$ cat src/sv/rsof_pkg.sv
// Package: types, register map and reset values of the range sweep object finder.
package rsof_pkg;

    localparam int unsigned ADDR_W = 4;
    localparam int unsigned DATA_W = 32;

    localparam logic [1:0] REG_CLAMP_LIMIT    = 2'd0;
    localparam logic [1:0] REG_JUMP_THRESHOLD = 2'd1;
    localparam logic [1:0] REG_MIN_WIDTH      = 2'd2;
    localparam logic [1:0] REG_MAX_OBJECTS    = 2'd3;

    localparam logic [15:0] CLAMP_LIMIT_RST    = 16'd1600;
    localparam logic [15:0] JUMP_THRESHOLD_RST = 16'd160;
    localparam logic [7:0]  MIN_WIDTH_RST      = 8'd3;
    localparam logic [7:0]  MAX_OBJECTS_RST    = 8'd20;

    typedef struct packed {
        logic [15:0] clamp_limit;
        logic [15:0] jump_threshold;
        logic [7:0]  min_width;
        logic [7:0]  max_objects;
    } cfg_t;

    typedef struct packed {
        logic        sweep_start;
        logic [7:0]  angle_deg;
        logic [15:0] range_value;
    } item_t;

    typedef struct packed {
        logic [15:0] clamped_range;
        logic [7:0]  object_count;
        logic        object_closed;
        logic [7:0]  closed_width;
        logic [7:0]  closed_center;
        logic        best_valid;
        logic [7:0]  best_center;
        logic        list_full;
    } result_t;

endpackage

$ cat src/sv/rsof_cfg.sv
// Configuration register file with APB-style access.
module rsof_cfg
    import rsof_pkg::*;
(
    input  logic                clk,
    input  logic                rst_n,
    input  logic                psel,
    input  logic                penable,
    input  logic                pwrite,
    input  logic [ADDR_W-1:0]   paddr,
    input  logic [DATA_W-1:0]   pwdata,
    output logic [DATA_W-1:0]   prdata,
    output cfg_t                cfg
);

    cfg_t       cfg_reg;
    logic       wr_en;
    logic [1:0] reg_idx;

    assign wr_en   = psel & penable & pwrite;
    assign reg_idx = paddr[ADDR_W-1:2];
    assign cfg     = cfg_reg;

    always_ff @(posedge clk or negedge rst_n)
    begin
        if (!rst_n)
        begin
            cfg_reg.clamp_limit    <= CLAMP_LIMIT_RST;
            cfg_reg.jump_threshold <= JUMP_THRESHOLD_RST;
            cfg_reg.min_width      <= MIN_WIDTH_RST;
            cfg_reg.max_objects    <= MAX_OBJECTS_RST;
        end
        else if (wr_en)
        begin
            unique case (reg_idx)
                REG_CLAMP_LIMIT:    cfg_reg.clamp_limit    <= pwdata[15:0];
                REG_JUMP_THRESHOLD: cfg_reg.jump_threshold <= pwdata[15:0];
                REG_MIN_WIDTH:      cfg_reg.min_width      <= pwdata[7:0];
                REG_MAX_OBJECTS:    cfg_reg.max_objects    <= pwdata[7:0];
                default:            ;
            endcase
        end
    end

    always_comb
    begin
        unique case (reg_idx)
            REG_CLAMP_LIMIT:    prdata = {16'd0, cfg_reg.clamp_limit};
            REG_JUMP_THRESHOLD: prdata = {16'd0, cfg_reg.jump_threshold};
            REG_MIN_WIDTH:      prdata = {24'd0, cfg_reg.min_width};
            REG_MAX_OBJECTS:    prdata = {24'd0, cfg_reg.max_objects};
            default:            prdata = '0;
        endcase
    end

endmodule

$ cat src/sv/rsof_track.sv
// Sweep state and per-sample edge, object and best-object logic.
module rsof_track
    import rsof_pkg::*;
(
    input  logic    clk,
    input  logic    rst_n,
    input  logic    fire,
    input  item_t   item,
    input  cfg_t    cfg,
    output result_t result
);

    logic [15:0] prev_range_reg, prev_range_eff;
    logic        prev_valid_reg, prev_valid_eff;
    logic        open_reg, open_eff, open_next;
    logic [7:0]  start_reg, start_eff, start_next;
    logic [7:0]  total_reg, total_eff, total_next;
    logic [7:0]  bwidth_reg, bwidth_eff, bwidth_next;
    logic [7:0]  bangle_reg, bangle_eff, bangle_next;
    logic        found_reg, found_eff, found_next;

    logic [15:0] clamped;
    logic [15:0] diff;
    logic        edge_hit;
    logic        act;
    logic        closing;
    logic [7:0]  cw;
    logic [8:0]  csum;
    logic [7:0]  cc;
    logic        take_best;

    always_comb
    begin
        prev_range_eff = item.sweep_start ? 16'd0 : prev_range_reg;
        prev_valid_eff = item.sweep_start ? 1'b0  : prev_valid_reg;
        open_eff       = item.sweep_start ? 1'b0  : open_reg;
        start_eff      = item.sweep_start ? 8'd0  : start_reg;
        total_eff      = item.sweep_start ? 8'd0  : total_reg;
        bwidth_eff     = item.sweep_start ? 8'd0  : bwidth_reg;
        bangle_eff     = item.sweep_start ? 8'd0  : bangle_reg;
        found_eff      = item.sweep_start ? 1'b0  : found_reg;

        clamped  = (item.range_value < cfg.clamp_limit) ? item.range_value : cfg.clamp_limit;
        diff     = (clamped >= prev_range_eff) ? clamped - prev_range_eff
                                               : prev_range_eff - clamped;
        edge_hit = prev_valid_eff && (diff >= cfg.jump_threshold);
        act      = edge_hit && (total_eff < cfg.max_objects);
        closing  = act && open_eff;

        cw   = item.angle_deg - start_eff;
        csum = {1'b0, item.angle_deg} + {1'b0, start_eff};
        cc   = csum[8:1];

        take_best = closing && (cw > cfg.min_width) && (!found_eff || cw <= bwidth_eff);

        open_next   = act ? !open_eff : open_eff;
        start_next  = (act && !open_eff) ? item.angle_deg : start_eff;
        total_next  = closing ? total_eff + 8'd1 : total_eff;
        found_next  = found_eff | take_best;
        bwidth_next = take_best ? cw : bwidth_eff;
        bangle_next = take_best ? cc : bangle_eff;

        result.clamped_range = clamped;
        result.object_count  = total_next;
        result.object_closed = closing;
        result.closed_width  = closing ? cw : 8'd0;
        result.closed_center = closing ? cc : 8'd0;
        result.best_valid    = found_next;
        result.best_center   = found_next ? bangle_next : 8'd0;
        result.list_full     = total_next >= cfg.max_objects;
    end

    always_ff @(posedge clk or negedge rst_n)
    begin
        if (!rst_n)
        begin
            prev_range_reg <= '0;
            prev_valid_reg <= 1'b0;
            open_reg       <= 1'b0;
            start_reg      <= '0;
            total_reg      <= '0;
            bwidth_reg     <= '0;
            bangle_reg     <= '0;
            found_reg      <= 1'b0;
        end
        else if (fire)
        begin
            prev_range_reg <= clamped;
            prev_valid_reg <= 1'b1;
            open_reg       <= open_next;
            start_reg      <= start_next;
            total_reg      <= total_next;
            bwidth_reg     <= bwidth_next;
            bangle_reg     <= bangle_next;
            found_reg      <= found_next;
        end
    end

endmodule

$ cat src/sv/range_sweep_object_finder_core.sv
// Top level of the range sweep object finder.
// Usage:
//   Sample channel (sample_valid/sample_ready) carries one range sample per
//   beat: sweep_start, angle_deg, range_value. Set sweep_start on the first
//   sample of each sweep to clear the object and best-object state.
//   Result channel (result_valid/result_ready) returns one beat per sample,
//   in order, with the clamped range, object count, closed-object data,
//   the narrowest qualifying object and the list-full flag.
//   Result path: the sample passes the input register, then the result
//   register. Throughput: one sample per cycle while the receiver does not stall,
//   with the sweep state updated as each sample moves between the two registers.
//   Receiver stall: the result register holds; the input register takes
//   one more beat, after which sample_ready drops until result_ready returns.
//   Reset: both registers empty, sweep state cleared, configuration
//   registers at their defaults. Write configuration only while idle.
module range_sweep_object_finder_core
    import rsof_pkg::*;
(
    input  logic                clk,
    input  logic                rst_n,
    input  logic                psel,
    input  logic                penable,
    input  logic                pwrite,
    input  logic [ADDR_W-1:0]   paddr,
    input  logic [DATA_W-1:0]   pwdata,
    output logic [DATA_W-1:0]   prdata,
    output logic                pready,
    input  logic                sample_valid,
    output logic                sample_ready,
    input  logic                sweep_start,
    input  logic [7:0]          angle_deg,
    input  logic [15:0]         range_value,
    output logic                result_valid,
    input  logic                result_ready,
    output logic [15:0]         clamped_range,
    output logic [7:0]          object_count,
    output logic                object_closed,
    output logic [7:0]          closed_width,
    output logic [7:0]          closed_center,
    output logic                best_valid,
    output logic [7:0]          best_center,
    output logic                list_full
);

    cfg_t    cfg;
    item_t   item_reg;
    logic    item_valid_reg;
    result_t res;
    result_t res_reg;
    logic    res_valid_reg;
    logic    advance;
    logic    fire;

    assign pready = 1'b1;

    rsof_cfg u_cfg (
        .clk     (clk),
        .rst_n   (rst_n),
        .psel    (psel),
        .penable (penable),
        .pwrite  (pwrite),
        .paddr   (paddr),
        .pwdata  (pwdata),
        .prdata  (prdata),
        .cfg     (cfg)
    );

    assign advance      = !res_valid_reg || result_ready;
    assign fire         = item_valid_reg && advance;
    assign sample_ready = !item_valid_reg || advance;

    rsof_track u_track (
        .clk    (clk),
        .rst_n  (rst_n),
        .fire   (fire),
        .item   (item_reg),
        .cfg    (cfg),
        .result (res)
    );

    always_ff @(posedge clk or negedge rst_n)
    begin
        if (!rst_n)
        begin
            item_valid_reg <= 1'b0;
            res_valid_reg  <= 1'b0;
        end
        else
        begin
            if (sample_ready)
            begin
                item_valid_reg <= sample_valid;
            end
            if (advance)
            begin
                res_valid_reg <= item_valid_reg;
            end
        end
    end

    always_ff @(posedge clk)
    begin
        if (sample_valid && sample_ready)
        begin
            item_reg.sweep_start <= sweep_start;
            item_reg.angle_deg   <= angle_deg;
            item_reg.range_value <= range_value;
        end
        if (fire)
        begin
            res_reg <= res;
        end
    end

    assign result_valid  = res_valid_reg;
    assign clamped_range = res_reg.clamped_range;
    assign object_count  = res_reg.object_count;
    assign object_closed = res_reg.object_closed;
    assign closed_width  = res_reg.closed_width;
    assign closed_center = res_reg.closed_center;
    assign best_valid    = res_reg.best_valid;
    assign best_center   = res_reg.best_center;
    assign list_full     = res_reg.list_full;

endmodule

$ cat config.mk
export PLATFORM = sky130hd
export DESIGN_NAME = range_sweep_object_finder_core
export DESIGN_NICKNAME = d
export VERILOG_FILES = /design/src/sv/rsof_pkg.sv /design/src/sv/rsof_cfg.sv /design/src/sv/rsof_track.sv /design/src/sv/range_sweep_object_finder_core.sv
export SDC_FILE = /design/constraint.sdc
export NUM_CORES = 1
export LEC_CHECK = 0
export ABC_AREA = 1
export BUFFER_PORTS_ARGS = -buffer_cell sky130_fd_sc_hd__buf_2
export CAP_MARGIN = 15
export CORE_MARGIN = 3
export CORE_UTILIZATION = 59
export DETAILED_ROUTE_END_ITERATION = 16
export HOLD_SLACK_MARGIN = 0.08
export PLACE_DENSITY = 0.81
export SLEW_MARGIN = 0
export SYNTH_ARGS = -nofsm -noshare
export SYNTH_HDL_FRONTEND = slang
export SYNTH_SLANG_ARGS = --single-unit
$ cat constraint.sdc
create_clock -name clk -period 7.3 [get_ports clk]
set_input_delay 1.46 -clock clk [delete_from_list [all_inputs] [get_ports clk]]
set_output_delay 1.46 -clock clk [all_outputs]
set_load 0.005 [all_outputs]
==> impl_metrics.toml <==
[critical_path]
crit_path_end_kind = "flop"
reg2reg_from = "u_cfg.cfg[38]"
r2r_end = "list_full"
r2r_cells = 43
required_ps = 7480
critPathMaxFanout = 14
r2r_setup_slack_ps = 490
slowest_stage = "dfstp_2"
worstPathArrival_ps = 6990
startpoint = "u_cfg.cfg[38]"
criticalPathCategory = "flop to flop"
max_stage_delay_ps = 540
worst_setup_path_start_kind = "flop"
critical_path.most_common_cell = "nand2_1"

[clocking]
cts_buffers = 17
htreeDepth = 4
cts.clk_slew.worst_paths_ps = 70
cts.sinks = 177
clock_latency_ps = 450
cts_setup_buffers = 0
hold_buffers = 0
cts_tree = "built"
cts_buffer_depth = 2
cts_root_buf = "clkbuf_16"

[job]
max_cap_violations = 0

[worst_hold_path]
hold_depth = 2
hold_path_end = "u_track.prev_valid_reg"
hp-class = "flop to flop"
hold_start = "u_track.prev_valid_reg"

[floorplan]
die_h_microns = 147
die_area_sq_um = 21600
die_w_microns = 147
io-pin-count = 154
placementRows = 50
core_area_sq_um = 19100
initial_core_util_pct = 61.4

[power_and_ir_drop]
total_leakage_power_nw = 7.04
p_total_mw = 4.67
power_density_nw_per_um2 = 355
vdd_ir_drop_max_mv = 0.183

[global_routing]
grt_pass1_vias = 9712
antenna_found_initial = 1
grt_overflow = 0
grt_max_degree = 73
grt_usage_pct = 28.0
grt_pass1_wl_microns = 48700

[logic_synthesis]
ys_ff_latch = 177
yosysSeqAreaShare_pct = 41.0
syn_inst = 1521
synthesis.area_sq_um = 11800
async_flop_share_pct = 57.1
yosysWarnings = 0
ys.flop_type = "dfrtp_1"
avgSynthCellArea_sq_um = 7.73
ys_types = 45
synth_edf_count = 76

[detailed_routing]
ant_nets = 0
wl_microns = 30300
vias = 10383
initialDrtViolationCount = 875
avgViaCountPerCell = 5.45
firstDrtPassIters = 5
drc_errors = 0
wl_met3_microns = 1910
wl_per_cell_microns = 15.9
highest_layer = "met4"
wl_met2_microns = 13900
wl_met1_microns = 13600

[place]
place_area_sq_um = 12500
numPortBuffers = 118
gp_congestion = 0.944
hpwl_microns = 22300

[run_status]
outcome = "finished clean"

[timing]
final-max-slew-violation-count = 0
hold_slack_ps = 459
hold_viol_final = 0
period_share_pct = 93.3
skew_ps = 16.9
fin_tns_setup_ps = 0
rsz0062_at_grt = "no"
clock.fmax_mhz = 147
min_period_ps = 6810
setup_viol = 0
tightest_slew_ps = 1060
relSlewSlack_pct = 29.0

[cells_and_area]
fin_area_sq_um = 13100
largest_reg_flops = 48
final_cell_mix = "nand2_1 (464), inv_1 (235), buf_2 (117), ha_1 (112), o21ai_0 (100)"
nNetsFinal = 1814
syn_to_final_growth_pct = 11.8
fillCellCount = 1606
drive_gt1_share_pct = 13.0
final_common_cell = "nand2_1"
-- how the worst max path moves through the flow --
stage / to / slack (ps) / cells after the start
after global routing: list_full / 30 / 43
after detailed placement: list_full / 410 / 40
after floorplan: list_full / 1440 / 42
after global placement: list_full / 480 / 40
after CTS: list_full / 290 / 41
final: list_full / 490 / 43
-- worst max-delay path: cells and delay by family, from the launching register on --
kind | cells | cell delay, ps
adders and majority gates | 5 | 1450
DFF | 1 | 540
xor gates and xnor gates | 1 | 200
AOI/OAI and AO/OA | 2 | 340
buffers and inverters | 8 | 950
and+or+nand+nor | 27 | 3090
-- per-stage QoR --
step           util (%)  worst slack [ps]  instances
6_report           68.6               490       1904
5_1_grt            68.6              25.7       1904
4_1_cts            68.3               288       1902
3_5_place_dp       65.4               408       1870
3_3_place_gp       65.4               483       1870
2_1_floorplan         -              1440       1536
-- cell usage after synthesis, types with 4 or more instances --
cell type / instances / share of area (%)
inv_1: 235 / 7.5
clkbuf_1: 22 / 0.70
edfxtp_1: 76 / 19
o22ai_1: 12 / 0.64
buf_2: 12 / 0.51
nand2_2: 12 / 0.64
nor2_2: 4 / 0.21
buf_4: 19 / 1.2
a21oi_1: 77 / 3.3
o21ai_1: 13 / 0.55
nor3_1: 8 / 0.34
o21ai_0: 100 / 4.3
nand2_1: 464 / 15
nand3_1: 97 / 4.1
dfrtp_1: 92 / 20
ha_1: 112 / 12
fa_1: 4 / 0.68
xor2_1: 20 / 1.5
nand4_1: 11 / 0.59
inv_2: 7 / 0.22
nor2_1: 74 / 2.4
dfstp_2: 9 / 2.0
-- timing repair --
| action | 4_1_cts | 5_1_grt |
|---|---|---|
| setup endpoints to repair | 0 | 1 |
| gates resized for setup | 0 | 9 |
| hold endpoints to repair | 0 | 0 |
-- layer usage --
metal	GRT usage, %	vias up
met4	11.1	0
met5	0	-
met1	40.1	4840
met3	3.76	62
li1	-	5043
met2	43.5	438
-- power by group --
| group | total, mW | switching (mW) | internal, mW | leakage, nW |
|---|---|---|---|---|
| clock network | 0.901 | 0.426 | 0.475 | 0.280 |
| registers | 1.38 | 0.107 | 1.28 | 2.03 |
| logic | 2.38 | 1.56 | 0.822 | 4.73 |
-- cells by family after synthesis --
kind of cell | share of synthesized area, %
AND/OR/NAND/NOR | 24.0
buffers and inverters | 10.6
AO/OA/AOI/OAI | 9.85
flip-flops | 41.0
adder cells (fa/ha/maj) | 12.6
XOR/XNOR | 1.85
other | 0.0639
-- area by class of cell --
| type | count | area, sq um | area share [%] |
|---|---|---|---|
| Multi-Input combinational cell | 1057 | 5770 | 43.9 |
| Antenna cell | 1 | 2.50 | 0.0191 |
| Clock buffer | 21 | 472 | 3.59 |
| Clock inverter | 11 | 90.1 | 0.686 |
| Sequential cell | 177 | 4820 | 36.7 |
| Tap cell | 260 | 325 | 2.48 |
| Inverter | 242 | 912 | 6.94 |
| Timing Repair Buffer | 135 | 741 | 5.64 |
(Power assumes the default switching activity.)
